===== src/rtl/core/afg_pkg.sv =====
// Shared widths, register indexes and reset values for the fade-out and gain core.
// Used by afg_serial_mul, afg_serial_div and audio_fadeout_and_gain_core.
`default_nettype none

package afg_pkg;

  // Field widths fixed by the register map.
  localparam int GAIN_BITS      = 32;
  localparam int FADE_BITS      = 16;
  localparam int FRAME_BITS     = 32;
  localparam int CHAN_BITS      = 4;
  localparam int CHAN_POS_BITS  = 3;
  localparam int CFG_INDEX_BITS = 8;
  localparam int CFG_DATA_BITS  = 32;

  // Register indexes on the configuration port.
  localparam logic [CFG_INDEX_BITS-1:0] REG_TOTAL_FRAMES  = 8'd0;
  localparam logic [CFG_INDEX_BITS-1:0] REG_FADE_FRAMES   = 8'd1;
  localparam logic [CFG_INDEX_BITS-1:0] REG_CHANNEL_COUNT = 8'd2;
  localparam logic [CFG_INDEX_BITS-1:0] REG_GAIN          = 8'd3;

  // Register reset values.
  localparam logic [FRAME_BITS-1:0] TOTAL_FRAMES_RESET  = 32'd0;
  localparam logic [FADE_BITS-1:0]  FADE_FRAMES_RESET   = 16'd960;
  localparam logic [CHAN_BITS-1:0]  CHANNEL_COUNT_RESET = 4'd1;
  localparam logic [GAIN_BITS-1:0]  GAIN_RESET          = 32'd65536;

  // Largest channel count per frame.
  localparam logic [CHAN_BITS-1:0]  MAX_CHANNELS        = 4'd8;

  typedef logic [GAIN_BITS-1:0] gain_t;

endpackage

`default_nettype wire


===== src/rtl/core/afg_serial_mul.sv =====
// Bit-serial shift-and-add multiplier: GAIN_BITS-wide multiplicand, B_BITS-wide multiplier.
// Depends on afg_pkg for GAIN_BITS and gain_t.
`default_nettype none

module afg_serial_mul
  import afg_pkg::*;
#(
  parameter int B_BITS = 16
) (
  input  wire logic                        clk,
  input  wire logic                        rst,
  input  wire logic                        start,
  input  wire gain_t                       a,
  input  wire logic [B_BITS-1:0]           b,
  output logic                             done,
  output logic [GAIN_BITS+B_BITS-1:0]      product
);

  localparam int CNT_BITS = $clog2(B_BITS);

  gain_t                 a_reg;
  logic [GAIN_BITS-1:0]  hi;
  logic [B_BITS-1:0]     lo;
  logic                  busy;
  logic [CNT_BITS-1:0]   count;
  logic [GAIN_BITS:0]    sum;

  // One multiplier bit per cycle, taken from the low end of the shift register.
  assign sum = {1'b0, hi} + (lo[0] ? {1'b0, a_reg} : {(GAIN_BITS+1){1'b0}});

  assign product = {hi, lo};

  // Control: a pass over all B_BITS multiplier bits, then a one-cycle done pulse.
  always_ff @(posedge clk) begin
    if (rst) begin
      busy  <= 1'b0;
      done  <= 1'b0;
      count <= '0;
    end else begin
      done <= 1'b0;
      if (start) begin
        busy  <= 1'b1;
        count <= '0;
      end else if (busy) begin
        count <= count + 1'b1;
        if (count == CNT_BITS'(B_BITS - 1)) begin
          busy <= 1'b0;
          done <= 1'b1;
        end
      end
    end
  end

  // Datapath: load operands, then add and shift right once per cycle.
  always_ff @(posedge clk) begin
    if (start) begin
      a_reg <= a;
      hi    <= '0;
      lo    <= b;
    end else if (busy) begin
      hi <= sum[GAIN_BITS:1];
      lo <= {sum[0], lo[B_BITS-1:1]};
    end
  end

endmodule

`default_nettype wire


===== src/rtl/core/afg_serial_div.sv =====
// Restoring divider that produces one quotient bit per cycle.
// Expects the quotient to fit Q_BITS bits; depends on afg_pkg for FADE_BITS.
`default_nettype none

module afg_serial_div
  import afg_pkg::*;
#(
  parameter int Q_BITS = 16
) (
  input  wire logic                        clk,
  input  wire logic                        rst,
  input  wire logic                        start,
  input  wire logic [Q_BITS+FADE_BITS-1:0] dividend,
  input  wire logic [FADE_BITS-1:0]        divisor,
  output logic                             done,
  output logic [Q_BITS-1:0]                quotient
);

  localparam int CNT_BITS = $clog2(Q_BITS);

  logic [FADE_BITS-1:0] rem;
  logic [FADE_BITS-1:0] dvs;
  logic [Q_BITS-1:0]    quo;
  logic                 busy;
  logic [CNT_BITS-1:0]  count;
  logic [FADE_BITS:0]   partial;
  logic [FADE_BITS:0]   trial;
  logic                 fits;

  // Bring down the next dividend bit and try a subtraction.
  assign partial = {rem, quo[Q_BITS-1]};
  assign trial   = partial - {1'b0, dvs};
  assign fits    = (partial >= {1'b0, dvs});

  assign quotient = quo;

  // Control: Q_BITS steps, then a one-cycle done pulse.
  always_ff @(posedge clk) begin
    if (rst) begin
      busy  <= 1'b0;
      done  <= 1'b0;
      count <= '0;
    end else begin
      done <= 1'b0;
      if (start) begin
        busy  <= 1'b1;
        count <= '0;
      end else if (busy) begin
        count <= count + 1'b1;
        if (count == CNT_BITS'(Q_BITS - 1)) begin
          busy <= 1'b0;
          done <= 1'b1;
        end
      end
    end
  end

  // The upper part of the dividend is already below the divisor, so only
  // the low Q_BITS bits need a step each.
  always_ff @(posedge clk) begin
    if (start) begin
      rem <= dividend[Q_BITS+FADE_BITS-1:Q_BITS];
      quo <= dividend[Q_BITS-1:0];
      dvs <= divisor;
    end else if (busy) begin
      rem <= fits ? trial[FADE_BITS-1:0] : partial[FADE_BITS-1:0];
      quo <= {quo[Q_BITS-2:0], fits};
    end
  end

endmodule

`default_nettype wire


===== src/rtl/core/audio_fadeout_and_gain_core.sv =====
// Fade-out and gain core for interleaved signed PCM samples.
// Input channel (in_valid/in_ready) carries sample_in and track_start, one item per
// sample. Output channel (out_valid/out_ready) carries sample_out and clipped, one
// item per input item, in order. Configuration port (cfg_valid/cfg_ready, cfg_index,
// cfg_data) is always ready: index 0 total_frames, 1 fade_frames, 2 channel_count,
// 3 gain (unsigned Q16.16); other indexes are ignored.
// Sequencing: an item inside the fade window runs through the serial multiplier,
// the serial divider and the multiplier again, each one bit per cycle over
// SAMPLE_BITS bits, and then to the output register. Any other item skips the
// fade and runs through the multiplier only. One item is in work at a time;
// in_ready is high while idle, so with a ready receiver the next item is taken in
// the cycle after the previous result enters the output register. The output
// register holds a finished item while the receiver stalls, and a new input item
// is accepted meanwhile; that item waits in its last step until the output
// register is free.
// Reset (synchronous, active high) clears the frame and channel counters and
// loads the register defaults: total_frames 0, fade_frames 960, channel_count 1,
// gain 1.0.
`default_nettype none

module audio_fadeout_and_gain_core
  import afg_pkg::*;
#(
  parameter int SAMPLE_BITS    = 16,
  parameter int GAIN_FRAC_BITS = 16
) (
  input  wire logic                      clk,
  input  wire logic                      rst,
  // Configuration writes
  input  wire logic                      cfg_valid,
  output logic                           cfg_ready,
  input  wire logic [CFG_INDEX_BITS-1:0] cfg_index,
  input  wire logic [CFG_DATA_BITS-1:0]  cfg_data,
  // Input samples
  input  wire logic                      in_valid,
  output logic                           in_ready,
  input  wire logic [SAMPLE_BITS-1:0]    sample_in,
  input  wire logic                      track_start,
  // Output samples
  output logic                           out_valid,
  input  wire logic                      out_ready,
  output logic [SAMPLE_BITS-1:0]         sample_out,
  output logic                           clipped
);

  localparam int PROD_BITS = GAIN_BITS + SAMPLE_BITS;
  localparam int Q_BITS    = PROD_BITS - GAIN_FRAC_BITS;

  localparam logic [Q_BITS-1:0] POS_LIMIT = Q_BITS'(2**(SAMPLE_BITS-1) - 1);
  localparam logic [Q_BITS-1:0] NEG_LIMIT = Q_BITS'(2**(SAMPLE_BITS-1));
  localparam logic [SAMPLE_BITS-1:0] SAMPLE_MAX = {1'b0, {(SAMPLE_BITS-1){1'b1}}};
  localparam logic [SAMPLE_BITS-1:0] SAMPLE_MIN = {1'b1, {(SAMPLE_BITS-1){1'b0}}};

  // Sequencer states.
  localparam logic [2:0] ST_IDLE   = 3'd0;
  localparam logic [2:0] ST_DECIDE = 3'd1;
  localparam logic [2:0] ST_FSTART = 3'd2;
  localparam logic [2:0] ST_FMUL   = 3'd3;
  localparam logic [2:0] ST_FDIV   = 3'd4;
  localparam logic [2:0] ST_GSTART = 3'd5;
  localparam logic [2:0] ST_GMUL   = 3'd6;
  localparam logic [2:0] ST_OUT    = 3'd7;

  logic [2:0]               state;
  logic [2:0]               state_next;

  // Configuration registers.
  logic [FRAME_BITS-1:0]    total_frames;
  logic [FADE_BITS-1:0]     fade_frames;
  logic [CHAN_BITS-1:0]     channel_count;
  gain_t                    gain;

  // Track position of the next sample.
  logic [FRAME_BITS-1:0]    frame_position;
  logic [CHAN_POS_BITS-1:0] channel_position;

  // Per-item working registers.
  logic [FRAME_BITS-1:0]    item_frame;
  logic [SAMPLE_BITS-1:0]   smag;
  logic                     sneg;
  logic [SAMPLE_BITS-1:0]   fmag;
  logic [FADE_BITS-1:0]     fade_num;

  // Accept-time signals.
  logic                     in_fire;
  logic [FRAME_BITS-1:0]    cur_frame;
  logic [CHAN_POS_BITS-1:0] cur_chan;
  logic [CHAN_BITS-1:0]     chan_limit;
  logic [CHAN_BITS-1:0]     chan_plus;
  logic [SAMPLE_BITS-1:0]   sample_neg;

  // Fade decision signals.
  logic [FRAME_BITS:0]      frames_left;
  logic                     fade_on;
  logic                     past_end;
  logic                     in_window;

  // Shared units.
  logic                     mul_start;
  gain_t                    mul_a;
  logic [SAMPLE_BITS-1:0]   mul_b;
  logic                     mul_done;
  logic [PROD_BITS-1:0]     mul_product;
  logic                     div_start;
  logic                     div_done;
  logic [SAMPLE_BITS-1:0]   div_quotient;

  // Output saturation.
  logic [Q_BITS-1:0]        scaled;
  logic                     sat;
  logic [SAMPLE_BITS-1:0]   result;
  logic                     out_free;

  assign cfg_ready = 1'b1;
  assign in_ready  = (state == ST_IDLE);
  assign in_fire   = in_valid && in_ready;
  assign out_free  = !out_valid || out_ready;

  // Configuration register writes.
  always_ff @(posedge clk) begin
    if (rst) begin
      total_frames  <= TOTAL_FRAMES_RESET;
      fade_frames   <= FADE_FRAMES_RESET;
      channel_count <= CHANNEL_COUNT_RESET;
      gain          <= GAIN_RESET;
    end else if (cfg_valid) begin
      unique case (cfg_index)
        REG_TOTAL_FRAMES:  total_frames  <= cfg_data[FRAME_BITS-1:0];
        REG_FADE_FRAMES:   fade_frames   <= cfg_data[FADE_BITS-1:0];
        REG_CHANNEL_COUNT: channel_count <= cfg_data[CHAN_BITS-1:0];
        REG_GAIN:          gain          <= cfg_data[GAIN_BITS-1:0];
        default: ;
      endcase
    end
  end

  // Position of the accepted item; a track start puts it at channel 0 of frame 0.
  always_comb begin
    cur_frame  = track_start ? '0 : frame_position;
    cur_chan   = track_start ? '0 : channel_position;
    if (channel_count == '0) begin
      chan_limit = CHAN_BITS'(1);
    end else if (channel_count > MAX_CHANNELS) begin
      chan_limit = MAX_CHANNELS;
    end else begin
      chan_limit = channel_count;
    end
    chan_plus  = {1'b0, cur_chan} + 1'b1;
    sample_neg = '0 - sample_in;
  end

  // Frame and channel counters advance on every accepted item.
  always_ff @(posedge clk) begin
    if (rst) begin
      frame_position   <= '0;
      channel_position <= '0;
    end else if (in_fire) begin
      if (chan_plus >= chan_limit) begin
        channel_position <= '0;
        frame_position   <= cur_frame + 1'b1;
      end else begin
        channel_position <= chan_plus[CHAN_POS_BITS-1:0];
        frame_position   <= cur_frame;
      end
    end
  end

  // Fade window: the fade runs only when the fade is not empty and the track is
  // longer than the fade, and the fade numerator equals the frames left in the track.
  always_comb begin
    frames_left = {1'b0, total_frames} - {1'b0, item_frame};
    fade_on     = (fade_frames != '0) &&
                  (total_frames > {{(FRAME_BITS-FADE_BITS){1'b0}}, fade_frames});
    past_end    = frames_left[FRAME_BITS] || (frames_left[FRAME_BITS-1:0] == '0);
    in_window   = fade_on && !past_end &&
                  (frames_left[FRAME_BITS-1:0] <=
                   {{(FRAME_BITS-FADE_BITS){1'b0}}, fade_frames});
  end

  // Operand selection for the shared multiplier.
  assign mul_start = (state == ST_FSTART) || (state == ST_GSTART);
  assign mul_a     = (state == ST_FSTART) ?
                     {{(GAIN_BITS-FADE_BITS){1'b0}}, fade_num} : gain;
  assign mul_b     = (state == ST_FSTART) ? smag : fmag;
  assign div_start = (state == ST_FMUL) && mul_done;

  afg_serial_mul #(
    .B_BITS (SAMPLE_BITS)
  ) u_mul (
    .clk     (clk),
    .rst     (rst),
    .start   (mul_start),
    .a       (mul_a),
    .b       (mul_b),
    .done    (mul_done),
    .product (mul_product)
  );

  afg_serial_div #(
    .Q_BITS (SAMPLE_BITS)
  ) u_div (
    .clk      (clk),
    .rst      (rst),
    .start    (div_start),
    .dividend (mul_product[SAMPLE_BITS+FADE_BITS-1:0]),
    .divisor  (fade_frames),
    .done     (div_done),
    .quotient (div_quotient)
  );

  // Truncate the gain product toward zero on its magnitude, then saturate.
  always_comb begin
    scaled = mul_product[PROD_BITS-1:GAIN_FRAC_BITS];
    if (sneg) begin
      sat    = scaled > NEG_LIMIT;
      result = sat ? SAMPLE_MIN : ('0 - scaled[SAMPLE_BITS-1:0]);
    end else begin
      sat    = scaled > POS_LIMIT;
      result = sat ? SAMPLE_MAX : scaled[SAMPLE_BITS-1:0];
    end
  end

  // Sequencer.
  always_comb begin
    state_next = state;
    unique case (state)
      ST_IDLE:   if (in_fire) state_next = ST_DECIDE;
      ST_DECIDE: state_next = in_window ? ST_FSTART : ST_GSTART;
      ST_FSTART: state_next = ST_FMUL;
      ST_FMUL:   if (mul_done) state_next = ST_FDIV;
      ST_FDIV:   if (div_done) state_next = ST_GSTART;
      ST_GSTART: state_next = ST_GMUL;
      ST_GMUL:   if (mul_done) state_next = ST_OUT;
      ST_OUT:    if (out_free) state_next = ST_IDLE;
      default:   state_next = ST_IDLE;
    endcase
  end

  always_ff @(posedge clk) begin
    if (rst) begin
      state <= ST_IDLE;
    end else begin
      state <= state_next;
    end
  end

  // Per-item working registers: frame, sign and magnitude of the sample, fade numerator, faded magnitude.
  always_ff @(posedge clk) begin
    if (in_fire) begin
      item_frame <= cur_frame;
      sneg       <= sample_in[SAMPLE_BITS-1];
      smag       <= sample_in[SAMPLE_BITS-1] ? sample_neg : sample_in;
    end
    if (state == ST_DECIDE) begin
      fade_num <= frames_left[FADE_BITS-1:0];
      fmag     <= (fade_on && past_end) ? '0 : smag;
    end
    if ((state == ST_FDIV) && div_done) begin
      fmag <= div_quotient;
    end
  end

  // Output register; holds its item until the receiver takes it.
  always_ff @(posedge clk) begin
    if (rst) begin
      out_valid <= 1'b0;
    end else if ((state == ST_OUT) && out_free) begin
      out_valid <= 1'b1;
    end else if (out_ready) begin
      out_valid <= 1'b0;
    end
  end

  always_ff @(posedge clk) begin
    if ((state == ST_OUT) && out_free) begin
      sample_out <= result;
      clipped    <= sat;
    end
  end

endmodule

`default_nettype wire


===== config.mk =====
export PLATFORM = sky130hd
export DESIGN_NAME = audio_fadeout_and_gain_core
export DESIGN_NICKNAME = d
export VERILOG_FILES = /design/src/rtl/core/afg_pkg.sv /design/src/rtl/core/afg_serial_mul.sv /design/src/rtl/core/afg_serial_div.sv /design/src/rtl/core/audio_fadeout_and_gain_core.sv
export SDC_FILE = /design/constraint.sdc
export NUM_CORES = 1
export LEC_CHECK = 0
export ABC_AREA = 1
export BUFFER_PORTS_ARGS = -buffer_cell sky130_fd_sc_hd__buf_4
export CAP_MARGIN = 20
export CORE_MARGIN = 2
export CORE_UTILIZATION = 35
export CTS_CLUSTER_DIAMETER = 120
export DETAILED_ROUTE_END_ITERATION = 12
export PLACE_DENSITY_LB_ADDON = 0.15
export SETUP_SLACK_MARGIN = 0.15
export SYNTH_ARGS = -nofsm -noshare
export SYNTH_HDL_FRONTEND = slang
export SYNTH_SLANG_ARGS = --single-unit

===== constraint.sdc =====
create_clock -name clk -period 9.9 [get_ports clk]
set_clock_uncertainty 0.2 [all_clocks]
set_input_delay 1.485 -clock clk [delete_from_list [all_inputs] [get_ports clk]]
set_output_delay 1.485 -clock clk [all_outputs]
set_load 0.01 [all_outputs]

==> flow_summary.json <==
{
  "numCtsBuffers": 43,
  "ys_seq_area_frac": 0.426,
  "track_usage": 0.194,
  "gp_congestion": 0.898,
  "synth_xor_area_frac": 0.0366,
  "path_cells": "buf_4, nor2_1, ha_1, ha_1, inv_1, o21bai_1, nand3_1, nand3_1, inv_1, nor2_2, nand2_2, nor3_4, nand4_2, nor2_2, nand3_2, o21ai_1, a21oi_1",
  "relSlewSlack": 0.301,
  "n_fill_cell": 6112,
  "synth_fp_nets": 2998,
  "wl_met1_um": 27200,
  "tns_ns": 0,
  "drt_first_pass_iters": 5,
  "rows": 90,
  "grt_pass1_vias": 17900,
  "path_max_fanout": 31,
  "async_flop_share": 0,
  "wl_met3_um": 2490,
  "postPlaceCellArea_sq_um": 22900,
  "cts_root_buf": "clkbuf_16",
  "post_drt_wl_per_cell_um": 16.6,
  "cts_tree": "built",
  "synthTopCellsByArea": "edfxtp_1 (27%), dfxtp_1 (16%), nand2_1 (11%), inv_1 (8.2%), ha_1 (7.1%)",
  "cts_resized": 0,
  "die_w_um": 252,
  "ys_types": 57,
  "finalCriticalPeriod_ns": 4.39,
  "synth_edf_count": 194,
  "critical_path.top_delay_family": "simple AND/OR/NAND/NOR gates",
  "dp_cells": 3610,
  "regArea_sq_um": 9170,
  "cts_sinks": 361,
  "fin_area_sq_um": 24400,
  "synthFlopType": "edfxtp_1",
  "vdd_drop_max_mv": 0.196,
  "grt_max_degree": 72,
  "grt_pass1_wl_um": 97100,
  "synth_commonest_cells": "nand2_1 (650), inv_1 (469), nor2_1 (249), a21oi_1 (206), edfxtp_1 (194)",
  "netlist_area_sq_um": 21500,
  "cpMaxStageDelayCell": "nand3_1",
  "core_area_sq_um": 60600,
  "syn-instance-count": 2811,
  "antenna_cells": 0,
  "vias": 18200,
  "hpwlAfterDp_um": 46800,
  "cap_violations": 0,
  "pin_count": 82,
  "clkLatencyLatePin_ns": 0.59,
  "portBuffers": 80,
  "fin_cells": 3690,
  "syn_to_final_growth_pct": 13.5,
  "drive_gt1_frac": 0.0801,
  "yosysWarnings": 0,
  "p_leak_nw": 11.2,
  "min_period_over_period": 0.444,
  "hold_violations": 0,
  "multi_input_area_sq_um": 10200,
  "synthAdderAreaFrac": 0.0737,
  "routed.top_layer": "met5",
  "setup-violations-final": 0,
  "ctsHoldBuffers": 0,
  "ant_nets": 0,
  "yosysTopAreaCell": "edfxtp_1",
  "route.met2.wl_um": 29400,
  "avgSynthCellArea_sq_um": 7.66,
  "cp-end-kind": "register",
  "layout.nets": 3060,
  "muxShareOfSynthArea": 0,
  "ys_ff_latch": 361,
  "synth-compound-area-share": 0.131,
  "worstSetupPathType": "input pin to register",
  "crit_required_ns": 10.18,
  "p_per_area_nw_per_um2": 220,
  "overflow": 0,
  "initial_core_util": 0.355,
  "dieHeight_um": 252,
  "rsz0062_at_grt": "false",
  "synth_top_family_by_area": "simple AND/OR/NAND/NOR gates",
  "slew_viol_final": 0,
  "drtIter0Drc": 1006,
  "cts_max_level": 2,
  "synthMostInstantiatedCell": "nand2_1",
  "critPathMaxStageDelay_ns": 0.50,
  "cp.arrival_ns": 4.67,
  "synth_top_area_frac": 0.271,
  "tightest_slew_ns": 1.05,
  "worst-path-buf-inv": 3,
  "max_freq_ghz": 0.228,
  "whs_ns": 0.270,
  "synthSimpleGateAreaFrac": 0.233,
  "vias_per_cell": 4.93,
  "outcome": "complete, no violations",
  "start_kind": "input pin",
  "hold_class": "register to register",
  "post-cts-setup-buffer-count": 0,
  "cts_max_path_buffers": 3,
  "dieArea_sq_um": 63500,
  "wl_um": 61400,
  "drcViolationCount": 0,
  "antenna_found_initial": 3,
  "path_clk_slew_ns": 0.06
}
## metrics by stage
| stage | utilization | setup slack [ns] | power, W |
|---|---|---|---|
| after floorplan | - | 5.58 | 0.00323 |
| after global placement | 0.378 | 4.94 | 0.00369 |
| after detailed placement | 0.378 | 4.91 | 0.00372 |
| after CTS | 0.403 | 5.54 | 0.00543 |
| after global routing | 0.403 | 5.15 | 0.00573 |
| final | 0.403 | 5.51 | 0.00537 |
## layer usage
metal,GRT usage,up-vias
met3,0.0258,122
met4,0.0749,6
li1,-,9341
met2,0.334,336
met1,0.246,8371
met5,0,-
## worst register-to-register path, cell delays in order, from the launching register on
cell	delay [ns]
edfxtp_1	0.41
ha_1	0.23
fa_1	0.41
inv_1	0.13
nand3_1	0.07
nand2_1	0.15
nand3_1	0.09
nand3b_1	0.25
xor2_1	0.47
ha_1	0.33
nand4_1	0.11
a21oi_1	0.05
nor4_1	0.25
a21oi_1	0.16
nor2_1	0.11
nand4_1	0.22
nand2_1	0.13
a21oi_1	0.07
## worst paths after layout
| check | to | slack (ns) | cells past startpoint | start |
|---|---|---|---|---|
| max reg2reg | state[2] | 5.94 | 17 | item_frame[0] |
| min | frame_position[31] | 0.27 | 2 | frame_position[31] |
| min reg2reg | frame_position[31] | 0.27 | 2 | frame_position[31] |
| max | frame_position[22] | 5.51 | 17 | track_start |
## power by group
part | switching (W) | internal [W]
sequential | 0.000165 | 0.00190
combinational | 0.00108 | 0.000529
clock | 0.000672 | 0.00102
## cell usage in the layout, fill, tap and decap left out, drive strengths merged, types with 2 or more instances in the layout
master    synthesis  layout
a211oi           38      38
or2               6       6
a21boi            4       4
o21a              2       2
a31oi             4       4
dfxtp           167     167
nand3           105     105
nand3b           11      11
clkinvlp          0       3
inv             475     481
ha              122     122
o21bai            8       8
xnor2            26      26
nor3             50      50
o21ai           194     194
clkbuf           61      62
a21oi           206     206
nor4             27      27
xor2             64      64
fa                3       3
nor3b             3       3
buf              19      97
o221ai            5       5
clkinv            5       9
bufinv            0       5
nand2           666     666
nor2            261     261
a21o              3       3
o22ai            18      18
nand4            31      31
and2              3       3
o211ai           21      21
edfxtp          194     194
## cells by family (layout without fill, tap and decap cells)
family                   count (synthesis)  count (layout)
AO/OA/AOI/OAI                          509             509
other                                    1               1
XOR/XNOR                                90              90
buffers and inverters                  560             657
AND/OR/NAND/NOR                       1165            1165
adder cells (fa/ha/maj)                125             125
flip-flops                             361             361
## area by class of cell
type,instances,area share
flip-flops and latches,361,0.375
repair buffers,97,0.0303
clock inverters,18,0.0106
inverters,480,0.0740
multi-input cells,1890,0.419
well taps,782,0.0401
clock buffers,62,0.0511
Power figures use the tool's default switching activity.
